--- config.mk ---
export PLATFORM = sky130hd
export DESIGN_NAME = c_subset_token_scanner_unit
export DESIGN_NICKNAME = d
export VERILOG_FILES = /design/src/rtl/ctsu_pkg.sv /design/src/rtl/ctsu_front.sv /design/src/rtl/ctsu_back.sv /design/src/rtl/c_subset_token_scanner_unit.sv
export VERILOG_INCLUDE_DIRS = /design/src /design/src/rtl
export SDC_FILE = /design/constraint.sdc
export NUM_CORES = 1
export LEC_CHECK = 0
export ABC_AREA = 1
export BUFFER_PORTS_ARGS = -buffer_cell sky130_fd_sc_hd__buf_2
export CAP_MARGIN = 5
export CORE_ASPECT_RATIO = 1.1
export CORE_MARGIN = 2
export CORE_UTILIZATION = 45
export CTS_CLUSTER_DIAMETER = 100
export DETAILED_ROUTE_END_ITERATION = 10
export MAX_ROUTING_LAYER = met4
export PLACE_DENSITY = 0.68
export SLEW_MARGIN = 20
export SYNTH_ARGS = -nofsm -noshare
export SYNTH_HDL_FRONTEND = slang
export SYNTH_SLANG_ARGS = --single-unit
--- constraint.sdc ---
create_clock -name clk -period 12.4 [get_ports clk]
set_input_delay 1.86 -clock clk [delete_from_list [all_inputs] [get_ports clk]]
set_output_delay 1.86 -clock clk [all_outputs]
set_load 0.01 [all_outputs]
--- src/rtl/c_subset_token_scanner_unit_defines.svh ---
// Assertion macros used by the token scanner RTL.
`ifndef C_SUBSET_TOKEN_SCANNER_UNIT_DEFINES_SVH
`define C_SUBSET_TOKEN_SCANNER_UNIT_DEFINES_SVH

// Check that a condition implies another in the same cycle.
`define CTSU_ASSERT_IMPLIES(label, clk, rst, cond, expr) \
  label: assert property (@(posedge clk) disable iff (rst) (cond) |-> (expr)) \
    else $error("ctsu assertion failed");

// Check that a condition implies another in the following cycle.
`define CTSU_ASSERT_NEXT(label, clk, rst, cond, expr) \
  label: assert property (@(posedge clk) disable iff (rst) (cond) |=> (expr)) \
    else $error("ctsu assertion failed");

`endif

--- src/rtl/ctsu_pkg.sv ---
// Shared widths, codes and record types of the token scanner.
`timescale 1ns / 1ps
`default_nettype none
package ctsu_pkg;

  localparam int BYTE_W     = 8;
  localparam int KIND_W     = 5;
  localparam int LINE_W     = 16;
  localparam int COL_W      = 16;
  localparam int OFF_W      = 24;
  localparam int LEN_W      = 16;
  localparam int RUNQ_DEPTH = 4;
  localparam int RUNQ_AW    = $clog2(RUNQ_DEPTH);
  localparam int RUNQ_CW    = RUNQ_AW + 1;

  localparam logic [BYTE_W-1:0] CH_NUL = 8'h00;
  localparam logic [BYTE_W-1:0] CH_NL  = 8'h0a;
  localparam logic [BYTE_W-1:0] CH_US  = 8'h5f;

  typedef enum logic [KIND_W-1:0] {
    TK_EOF     = 5'd0,
    TK_ERROR   = 5'd1,
    TK_IDENT   = 5'd2,
    TK_INT     = 5'd3,
    TK_RETURN  = 5'd4,
    TK_LITERAL = 5'd5,
    TK_LPAREN  = 5'd6,
    TK_RPAREN  = 5'd7,
    TK_LBRACE  = 5'd8,
    TK_RBRACE  = 5'd9,
    TK_SEMI    = 5'd10,
    TK_TILDE   = 5'd11,
    TK_MINUS   = 5'd12,
    TK_PLUS    = 5'd13,
    TK_STAR    = 5'd14,
    TK_SLASH   = 5'd15,
    TK_PERCENT = 5'd16,
    TK_LT      = 5'd17,
    TK_LE      = 5'd18,
    TK_GT      = 5'd19,
    TK_GE      = 5'd20,
    TK_BANG    = 5'd21,
    TK_NE      = 5'd22,
    TK_ASSIGN  = 5'd23,
    TK_EQ      = 5'd24,
    TK_AND     = 5'd25,
    TK_OR      = 5'd26
  } kind_t;

  typedef enum logic [3:0] {
    MD_IDLE    = 4'd0,
    MD_ID      = 4'd1,
    MD_ID_INT  = 4'd2,
    MD_ID_RET  = 4'd3,
    MD_NUM     = 4'd4,
    MD_SLASH   = 4'd5,
    MD_COMMENT = 4'd6,
    MD_LT      = 4'd7,
    MD_GT      = 4'd8,
    MD_BANG    = 4'd9,
    MD_EQ      = 4'd10,
    MD_AMP     = 4'd11,
    MD_PIPE    = 4'd12
  } mode_t;

  typedef struct packed {
    kind_t              kind;
    logic [LINE_W-1:0]  line;
    logic [COL_W-1:0]   col;
    logic [OFF_W-1:0]   off;
    logic [LEN_W-1:0]   len;
  } token_t;

  // Tokens caused by one byte: one or two.
  typedef struct packed {
    token_t tok0;
    token_t tok1;
    logic   two;
  } run_t;

  // Letters of the keyword int, by match position.
  function automatic logic [BYTE_W-1:0] kw_int_char(input logic [2:0] idx);
    logic [BYTE_W-1:0] ch;
    case (idx)
      3'd0:    ch = 8'h69;
      3'd1:    ch = 8'h6e;
      3'd2:    ch = 8'h74;
      default: ch = CH_NUL;
    endcase
    return ch;
  endfunction

  // Letters of the keyword return, by match position.
  function automatic logic [BYTE_W-1:0] kw_ret_char(input logic [2:0] idx);
    logic [BYTE_W-1:0] ch;
    case (idx)
      3'd0:    ch = 8'h72;
      3'd1:    ch = 8'h65;
      3'd2:    ch = 8'h74;
      3'd3:    ch = 8'h75;
      3'd4:    ch = 8'h72;
      3'd5:    ch = 8'h6e;
      default: ch = CH_NUL;
    endcase
    return ch;
  endfunction

endpackage
`default_nettype wire

--- src/rtl/ctsu_front.sv ---
// Scanner front: takes source bytes, tracks position and builds token runs.
`timescale 1ns / 1ps
`default_nettype none
module ctsu_front (
  input  logic                     clk,
  input  logic                     rst,
  input  logic [ctsu_pkg::BYTE_W-1:0] data_byte,
  input  logic                     in_valid,
  output logic                     in_ready,
  input  logic                     q_ready,
  output logic                     push,
  output ctsu_pkg::run_t           run
);
  import ctsu_pkg::*;

  mode_t              mode, mode_next;
  logic [2:0]         kp, kp_next;
  logic [LINE_W-1:0]  line_cnt, line_cnt_next;
  logic [COL_W-1:0]   col_cnt, col_cnt_next;
  logic [OFF_W-1:0]   off_cnt, off_cnt_next;
  logic [LINE_W-1:0]  pend_line, pend_line_next;
  logic [COL_W-1:0]   pend_col, pend_col_next;
  logic [OFF_W-1:0]   pend_off, pend_off_next;
  logic [LEN_W-1:0]   pend_len, pend_len_next;

  logic              take;
  logic              is_nul, is_nl, is_num, is_letter, is_ident, is_blank;
  logic              has_pend, emit_pend, extend, to_comment, op_done, do_idle;
  logic [BYTE_W-1:0] want;
  kind_t             pend_kind, op_kind, idle_kind;
  logic              idle_emit, idle_begin;
  mode_t             idle_mode;
  logic [2:0]        idle_kp;
  logic [LEN_W-1:0]  len_inc;
  token_t            tok_a, tok_b;
  logic              b_en;

  assign in_ready = q_ready;
  assign take     = in_valid & q_ready;
  assign len_inc  = (pend_len == '1) ? pend_len : pend_len + LEN_W'(1);

  // Classify the byte and decide what this byte does to the pending token.
  always_comb begin
    is_nul    = (data_byte == CH_NUL);
    is_nl     = (data_byte == CH_NL);
    is_num    = (data_byte >= 8'h30) && (data_byte <= 8'h39);
    is_letter = ((data_byte >= 8'h61) && (data_byte <= 8'h7a)) ||
                ((data_byte >= 8'h41) && (data_byte <= 8'h5a));
    is_ident  = is_letter || is_num || (data_byte == CH_US);
    is_blank  = (data_byte == 8'h20) || (data_byte == 8'h09) || (data_byte == 8'h0a) ||
                (data_byte == 8'h0b) || (data_byte == 8'h0c) || (data_byte == 8'h0d);

    case (mode)
      MD_ID_INT: pend_kind = (kp == 3'd3) ? TK_INT : TK_IDENT;
      MD_ID_RET: pend_kind = (kp == 3'd6) ? TK_RETURN : TK_IDENT;
      MD_ID:     pend_kind = TK_IDENT;
      MD_NUM:    pend_kind = TK_LITERAL;
      MD_SLASH:  pend_kind = TK_SLASH;
      MD_LT:     pend_kind = TK_LT;
      MD_GT:     pend_kind = TK_GT;
      MD_BANG:   pend_kind = TK_BANG;
      MD_EQ:     pend_kind = TK_ASSIGN;
      default:   pend_kind = TK_ERROR;
    endcase

    case (mode)
      MD_LT:   op_kind = TK_LE;
      MD_GT:   op_kind = TK_GE;
      MD_BANG: op_kind = TK_NE;
      MD_EQ:   op_kind = TK_EQ;
      MD_AMP:  op_kind = TK_AND;
      MD_PIPE: op_kind = TK_OR;
      default: op_kind = TK_ERROR;
    endcase

    case (mode)
      MD_AMP:  want = 8'h26;
      MD_PIPE: want = 8'h7c;
      default: want = 8'h3d;
    endcase

    case (mode)
      MD_ID, MD_ID_INT, MD_ID_RET, MD_NUM, MD_SLASH,
      MD_LT, MD_GT, MD_BANG, MD_EQ, MD_AMP, MD_PIPE: has_pend = 1'b1;
      default:                                      has_pend = 1'b0;
    endcase

    emit_pend  = 1'b0;
    extend     = 1'b0;
    to_comment = 1'b0;
    op_done    = 1'b0;
    do_idle    = 1'b0;
    if (is_nul) begin
      emit_pend = has_pend;
    end else begin
      case (mode)
        MD_ID, MD_ID_INT, MD_ID_RET, MD_NUM: begin
          if ((mode == MD_NUM) ? is_num : is_ident) begin
            extend = 1'b1;
          end else begin
            emit_pend = 1'b1;
            do_idle   = 1'b1;
          end
        end
        MD_SLASH: begin
          if (data_byte == 8'h2f) begin
            to_comment = 1'b1;
          end else begin
            emit_pend = 1'b1;
            do_idle   = 1'b1;
          end
        end
        MD_COMMENT: begin
          do_idle = is_nl;
        end
        MD_LT, MD_GT, MD_BANG, MD_EQ, MD_AMP, MD_PIPE: begin
          emit_pend = 1'b1;
          if (data_byte == want) begin
            op_done = 1'b1;
          end else begin
            do_idle = 1'b1;
          end
        end
        default: begin
          do_idle = 1'b1;
        end
      endcase
    end

    // Decode the byte as the first byte of a new token.
    idle_emit  = 1'b0;
    idle_begin = 1'b0;
    idle_kind  = TK_ERROR;
    idle_mode  = MD_IDLE;
    idle_kp    = 3'd0;
    case (data_byte)
      8'h28: begin idle_emit = 1'b1; idle_kind = TK_LPAREN;  end
      8'h29: begin idle_emit = 1'b1; idle_kind = TK_RPAREN;  end
      8'h7b: begin idle_emit = 1'b1; idle_kind = TK_LBRACE;  end
      8'h7d: begin idle_emit = 1'b1; idle_kind = TK_RBRACE;  end
      8'h3b: begin idle_emit = 1'b1; idle_kind = TK_SEMI;    end
      8'h7e: begin idle_emit = 1'b1; idle_kind = TK_TILDE;   end
      8'h2d: begin idle_emit = 1'b1; idle_kind = TK_MINUS;   end
      8'h2b: begin idle_emit = 1'b1; idle_kind = TK_PLUS;    end
      8'h2a: begin idle_emit = 1'b1; idle_kind = TK_STAR;    end
      8'h25: begin idle_emit = 1'b1; idle_kind = TK_PERCENT; end
      8'h2f: begin idle_begin = 1'b1; idle_mode = MD_SLASH; end
      8'h3c: begin idle_begin = 1'b1; idle_mode = MD_LT;    end
      8'h3e: begin idle_begin = 1'b1; idle_mode = MD_GT;    end
      8'h21: begin idle_begin = 1'b1; idle_mode = MD_BANG;  end
      8'h3d: begin idle_begin = 1'b1; idle_mode = MD_EQ;    end
      8'h26: begin idle_begin = 1'b1; idle_mode = MD_AMP;   end
      8'h7c: begin idle_begin = 1'b1; idle_mode = MD_PIPE;  end
      default: begin
        if (is_letter || (data_byte == CH_US)) begin
          idle_begin = 1'b1;
          if (data_byte == 8'h69) begin
            idle_mode = MD_ID_INT;
            idle_kp   = 3'd1;
          end else if (data_byte == 8'h72) begin
            idle_mode = MD_ID_RET;
            idle_kp   = 3'd1;
          end else begin
            idle_mode = MD_ID;
          end
        end else if (is_num) begin
          idle_begin = 1'b1;
          idle_mode  = MD_NUM;
        end else if (!is_blank) begin
          idle_emit = 1'b1;
        end
      end
    endcase
  end

  // Next state: position counters, scan mode, keyword match and pending token.
  always_comb begin
    mode_next      = mode;
    kp_next        = kp;
    line_cnt_next  = line_cnt;
    col_cnt_next   = col_cnt;
    off_cnt_next   = off_cnt;
    pend_line_next = pend_line;
    pend_col_next  = pend_col;
    pend_off_next  = pend_off;
    pend_len_next  = pend_len;
    if (take) begin
      if (is_nul) begin
        mode_next      = MD_IDLE;
        kp_next        = 3'd0;
        line_cnt_next  = LINE_W'(1);
        col_cnt_next   = COL_W'(1);
        off_cnt_next   = '0;
        pend_line_next = '0;
        pend_col_next  = '0;
        pend_off_next  = '0;
        pend_len_next  = '0;
      end else begin
        // Advance the source position by one byte.
        if (is_nl) begin
          line_cnt_next = (line_cnt == '1) ? line_cnt : line_cnt + LINE_W'(1);
          col_cnt_next  = COL_W'(1);
        end else begin
          col_cnt_next = (col_cnt == '1) ? col_cnt : col_cnt + COL_W'(1);
        end
        off_cnt_next = (off_cnt == '1) ? off_cnt : off_cnt + OFF_W'(1);

        if (extend) begin
          pend_len_next = len_inc;
          if (mode == MD_ID_INT) begin
            if ((kp < 3'd3) && (data_byte == kw_int_char(kp))) begin
              kp_next = kp + 3'd1;
            end else begin
              mode_next = MD_ID;
              kp_next   = 3'd0;
            end
          end else if (mode == MD_ID_RET) begin
            if ((kp < 3'd6) && (data_byte == kw_ret_char(kp))) begin
              kp_next = kp + 3'd1;
            end else begin
              mode_next = MD_ID;
              kp_next   = 3'd0;
            end
          end
        end
        if (to_comment) begin
          mode_next = MD_COMMENT;
        end
        if (op_done) begin
          mode_next = MD_IDLE;
          kp_next   = 3'd0;
        end
        if (do_idle) begin
          mode_next = MD_IDLE;
          kp_next   = 3'd0;
          if (idle_begin) begin
            mode_next      = idle_mode;
            kp_next        = idle_kp;
            pend_line_next = line_cnt;
            pend_col_next  = col_cnt;
            pend_off_next  = off_cnt;
            pend_len_next  = LEN_W'(1);
          end
        end
      end
    end
  end

  // Outputs: assemble the run of tokens that this byte causes.
  always_comb begin
    tok_a.kind = op_done ? op_kind : pend_kind;
    tok_a.line = pend_line;
    tok_a.col  = pend_col;
    tok_a.off  = pend_off;
    tok_a.len  = op_done ? len_inc : pend_len;

    tok_b.kind = is_nul ? TK_EOF : idle_kind;
    tok_b.line = line_cnt;
    tok_b.col  = col_cnt;
    tok_b.off  = off_cnt;
    tok_b.len  = is_nul ? '0 : LEN_W'(1);
    b_en       = is_nul || (do_idle && idle_emit);

    if (emit_pend) begin
      run.tok0 = tok_a;
      run.tok1 = tok_b;
      run.two  = b_en;
    end else begin
      run.tok0 = tok_b;
      run.tok1 = tok_b;
      run.two  = 1'b0;
    end
    push = take && (emit_pend || b_en);
  end

  // Hold scanner state.
  always_ff @(posedge clk) begin
    if (rst) begin
      mode      <= MD_IDLE;
      kp        <= 3'd0;
      line_cnt  <= LINE_W'(1);
      col_cnt   <= COL_W'(1);
      off_cnt   <= '0;
      pend_line <= '0;
      pend_col  <= '0;
      pend_off  <= '0;
      pend_len  <= '0;
    end else begin
      mode      <= mode_next;
      kp        <= kp_next;
      line_cnt  <= line_cnt_next;
      col_cnt   <= col_cnt_next;
      off_cnt   <= off_cnt_next;
      pend_line <= pend_line_next;
      pend_col  <= pend_col_next;
      pend_off  <= pend_off_next;
      pend_len  <= pend_len_next;
    end
  end

endmodule
`default_nettype wire

--- src/rtl/ctsu_back.sv ---
// Scanner back: queue of token runs and the output register that serializes them.
`timescale 1ns / 1ps
`default_nettype none
`include "c_subset_token_scanner_unit_defines.svh"
module ctsu_back (
  input  logic                        clk,
  input  logic                        rst,
  input  logic                        push,
  input  ctsu_pkg::run_t              run,
  output logic                        q_ready,
  output logic                        out_valid,
  input  logic                        out_ready,
  output ctsu_pkg::token_t            tok,
  output logic                        last
);
  import ctsu_pkg::*;

  run_t               q_mem [RUNQ_DEPTH];
  logic [RUNQ_AW-1:0] wr_ptr, rd_ptr;
  logic [RUNQ_CW-1:0] cnt;
  logic               q_empty, pop, out_take;
  run_t               cur;
  logic               cur_valid, idx;

  assign q_empty   = (cnt == '0);
  assign q_ready   = (cnt != RUNQ_CW'(RUNQ_DEPTH));
  assign out_valid = cur_valid;
  assign tok       = idx ? cur.tok1 : cur.tok0;
  assign last      = idx || !cur.two;
  assign out_take  = cur_valid && out_ready;
  assign pop       = !q_empty && (!cur_valid || (out_take && last));

  // Write runs into the queue.
  always_ff @(posedge clk) begin
    if (push) begin
      q_mem[wr_ptr] <= run;
    end
  end

  // Advance queue pointers and fill count.
  always_ff @(posedge clk) begin
    if (rst) begin
      wr_ptr <= '0;
      rd_ptr <= '0;
      cnt    <= '0;
    end else begin
      if (push) begin
        wr_ptr <= wr_ptr + RUNQ_AW'(1);
      end
      if (pop) begin
        rd_ptr <= rd_ptr + RUNQ_AW'(1);
      end
      case ({push, pop})
        2'b10:   cnt <= cnt + RUNQ_CW'(1);
        2'b01:   cnt <= cnt - RUNQ_CW'(1);
        default: cnt <= cnt;
      endcase
    end
  end

  // Load the next run into the output register, or step to its second token.
  always_ff @(posedge clk) begin
    if (rst) begin
      cur_valid <= 1'b0;
      idx       <= 1'b0;
    end else if (pop) begin
      cur_valid <= 1'b1;
      idx       <= 1'b0;
    end else if (out_take && last) begin
      cur_valid <= 1'b0;
      idx       <= 1'b0;
    end else if (out_take) begin
      idx <= 1'b1;
    end
  end

  always_ff @(posedge clk) begin
    if (pop) begin
      cur <= q_mem[rd_ptr];
    end
  end

  `CTSU_ASSERT_IMPLIES(a_cnt_range, clk, rst, 1'b1, cnt <= RUNQ_CW'(RUNQ_DEPTH))
  `CTSU_ASSERT_IMPLIES(a_push_room, clk, rst, push, cnt != RUNQ_CW'(RUNQ_DEPTH))
  `CTSU_ASSERT_IMPLIES(a_second_only_pairs, clk, rst, cur_valid && idx, cur.two)
  `CTSU_ASSERT_NEXT(a_drain_empty, clk, rst, out_take && last && q_empty, !cur_valid)

endmodule
`default_nettype wire

--- src/rtl/c_subset_token_scanner_unit.sv ---
// Top level of the C subset token scanner.
//
// Input channel: one source byte per transaction on data_byte with
// in_valid/in_ready. A zero byte ends the source: any pending token is
// flushed, an eof token follows, and position counting restarts.
// Output channel: one token per transaction with out_valid/out_ready;
// last_of_run marks the final token caused by a given byte.
// The first token caused by a byte passes through the run queue and then
// the output register. Tokens that wait for a following byte (identifiers,
// literals, operators that may take a second character) appear once that
// byte arrives.
// Throughput: one byte per cycle while the run queue has room. A byte
// that causes two tokens holds the output register for both of them; a
// four-entry run queue between the scanner front and the output register
// absorbs such bursts. Receiver stall: tokens stay in the queue; in_ready
// drops only when the queue is full. Reset: position is line 1, column 1,
// offset 0, no token pending, queue and output register empty.
`timescale 1ns / 1ps
`default_nettype none
module c_subset_token_scanner_unit (
  input  logic        clk,
  input  logic        rst,
  input  logic        in_valid,
  output logic        in_ready,
  input  logic [7:0]  data_byte,
  output logic        out_valid,
  input  logic        out_ready,
  output logic [4:0]  token_kind,
  output logic [15:0] start_line,
  output logic [15:0] start_column,
  output logic [23:0] start_offset,
  output logic [15:0] token_length,
  output logic        last_of_run
);
  import ctsu_pkg::*;

  logic   q_ready, push;
  run_t   run;
  token_t tok;

  ctsu_front u_front (
    .clk       (clk),
    .rst       (rst),
    .data_byte (data_byte),
    .in_valid  (in_valid),
    .in_ready  (in_ready),
    .q_ready   (q_ready),
    .push      (push),
    .run       (run)
  );

  ctsu_back u_back (
    .clk       (clk),
    .rst       (rst),
    .push      (push),
    .run       (run),
    .q_ready   (q_ready),
    .out_valid (out_valid),
    .out_ready (out_ready),
    .tok       (tok),
    .last      (last_of_run)
  );

  // Drive token fields.
  assign token_kind   = tok.kind;
  assign start_line   = tok.line;
  assign start_column = tok.col;
  assign start_offset = tok.off;
  assign token_length = tok.len;

endmodule
`default_nettype wire

==> impl_metrics.env <==
export IMPL_status="complete, no violations"
export IMPL_worst_r2r_endpoint="u_back.q_mem[2][77]"
export IMPL_rsz0062_at_grt="false"
export IMPL_relSlewSlack=0.265
export IMPL_dp_slack_ps=5840
export IMPL_clock_skew_ps=17.2
export IMPL_yosysWarnings=0
export IMPL_power_density_nw_per_um2=233
export IMPL_ctsHoldBuffers=0
export IMPL_cts_setup_buffers=0
export IMPL_slew_viol_final=0
export IMPL_dp_hpwl_mm=46.4
export IMPL_ctsResizeCount=0
export IMPL_period_needed_ps=5840
export IMPL_die_h_um=296
export IMPL_hold_depth=2
export IMPL_worstMarginPinSlew_ps=1100
export IMPL_crit_required_ps=12640
export IMPL_grt_pass1_vias=22273
export IMPL_min_path_type="flip-flop to flip-flop"
export IMPL_period_share=0.471
export IMPL_final_cell_mix="edfxtp_1, nand2_1, nor2_1"
export IMPL_synth_cell_types=56
export IMPL_cts_tree="done"
export IMPL_critPathLaunch="data_byte[2]"
export IMPL_start_util=0.453
export IMPL_drtIter0Drc=1897
export IMPL_ios=92
export IMPL_htreeDepth=3
export IMPL_track_usage=0.206
export IMPL_clk_pin_slew_ps=60
export IMPL_yosysSeqAreaShare=0.686
export IMPL_layout_commonest_cell="edfxtp_1"
export IMPL_clock_root_buffer="clkbuf_16"
export IMPL_avgViaCountPerCell=5.48
export IMPL_synth_edf_count=700
export IMPL_dpl_cell_count=4171
export IMPL_yosys_top_cells_area="edfxtp_1, dfxtp_1, nand2_1"
export IMPL_cap_violations=0
export IMPL_area_delta_synth_final_pct=11.6
export IMPL_synthCells=3193
export IMPL_r2r_setup_slack_ps=7800
export IMPL_synth_ff_type="edfxtp_1"
export IMPL_end_kind="flip-flop"
export IMPL_grt_overflow=0
export IMPL_start_kind="input pin"
export IMPL_hold_viol_final=0
export IMPL_path_class="input pin to flip-flop"
export IMPL_wl_mm=81.2
export IMPL_syn_avg_cell_area_um2=10.9
export IMPL_power_leakage_nw=13.6
export IMPL_tns_ps=0
export IMPL_antenna_found_initial=1
export IMPL_grt_max_degree=128
export IMPL_max_freq_ghz=0.171
export IMPL_dieArea_um2=79800
export IMPL_vias=23675
export IMPL_clock_path_buffers=3
export IMPL_gp_congestion=0.919
export IMPL_drive_gt1_frac=0.0980
export IMPL_cp_max_fo=57
export IMPL_worstHoldStart="u_front.pend_col[0]"
export IMPL_drc=0
export IMPL_die_width_um=270
export IMPL_reg2reg_from="u_front.mode[0]"
export IMPL_ant_nets=0
export IMPL_async_flop_share=0
export IMPL_wl_per_cell_um=18.8
export IMPL_fin_ws_ps=6560
export IMPL_yosys_area_top_type="edfxtp_1"
export IMPL_critPathArrivalTime_ps=6080
export IMPL_finalNonFillerCells=4322
export IMPL_numCtsBuffers=80
export IMPL_syn_area_um2=34900
export IMPL_clkLatencyLatePin_ps=630
export IMPL_core_area_um2=77100
export IMPL_port_buffers=91
export IMPL_hold_end="u_front.pend_col[0]"
export IMPL_syn_num_nets=3220
export IMPL_grt_pass1_wl_mm=126
export IMPL_layout_nets=3248
export IMPL_drt_first_pass_iters=5
export IMPL_n_antenna_cell=0
export IMPL_ys_ff_latch=845
export IMPL_clkSinkCount=845
export IMPL_ff2ff_path_depth=13
export IMPL_setup_viol=0
export IMPL_peakVddDrop_mv=0.176
export IMPL_rows=107
export IMPL_synth_top_area_share=0.602
## cells by family after synthesis
group,synth area share
compound gates,0.115
buf+inv,0.0417
flops,0.686
simple gates,0.149
fa+ha+maj,0.00559
xor+xnor,0.00326
## flip-flops by register name, summed over array words and instances (netlist names), 4 cells and up
register           count
u_front.pend_col      16
u_front.line_cnt      16
u_back.q_mem         560
u_front.col_cnt       16
u_front.mode           4
u_front.pend_len      16
u_front.off_cnt       24
u_back.cur           140
u_front.pend_off      24
u_front.pend_line     16
## synthesized netlist by cell type, types with 9 or more instances
cell type	instances
edfxtp_1	700
nand2_1	584
nor2_1	435
o21ai_0	387
inv_1	161
dfxtp_1	145
o22ai_1	140
clkbuf_1	135
a21oi_1	131
nand4_1	74
nand3_1	68
nor3_1	35
buf_2	22
ha_1	14
inv_2	14
xor2_1	13
a211oi_1	10
buf_6	10
nor4_1	10
o211ai_2	10
o211ai_1	9
## worst max-delay path by stage
stage	endpoint	slack, ps	cells past startpoint
global placement	u_back.q_mem[0][25]	5720	12
floorplan	u_back.q_mem[0][0]	2640	12
CTS	u_back.q_mem[3][119]	6500	12
finish	u_back.q_mem[2][77]	6560	12
global route	u_back.q_mem[2][150]	6150	14
detailed placement	u_back.q_mem[3][22]	5840	12
## cell type report
cell class / instances / area (um2)
flip-flops and latches: 845 / 23900
clock buffers: 101 / 2190
multi-input cells: 1991 / 9550
clock inverters: 47 / 498
fillers: 6788 / 38200
well taps: 1035 / 1290
inverters: 179 / 694
repair buffers: 124 / 781
## per-layer routing
metal  part of all wire  GRT usage  vias to the layer above
li1                   -          -                    11349
met1               0.43      0.265                    11557
met2               0.49      0.343                      656
met3              0.058     0.0283                      113
met4              0.020     0.0607                        0
met5                  0          -                        -
## per-stage QoR
step	cell area (um2)	total power (W)	hold WS, ps	util
final	38900	0.00909	448	0.505
after global routing	38900	0.00957	474	0.505
after CTS	38900	0.00916	449	0.504
after detailed placement	36200	0.00667	440	0.469
after global placement	36100	0.00662	435	0.469
after floorplan	34900	0.00585	425	-
## report_power, final
group	switching, W	total [W]	internal (W)
Clock	0.00103	0.00250	0.00147
Combinational	0.00185	0.00247	0.000620
Sequential	0.000181	0.00412	0.00394
Total	0.00306	0.00909	0.00603
## worst max-delay path, stage by stage
cell	delay, ps
buf_2	150
nor2_1	200
nand2_1	190
nor2_2	140
buf_4	280
inv_2	360
nand4_1	270
nand3_1	120
a21oi_1	390
inv_1	320
nor2_4	870
buf_4	830
Note: power is estimated with default switching activity, not from simulation.
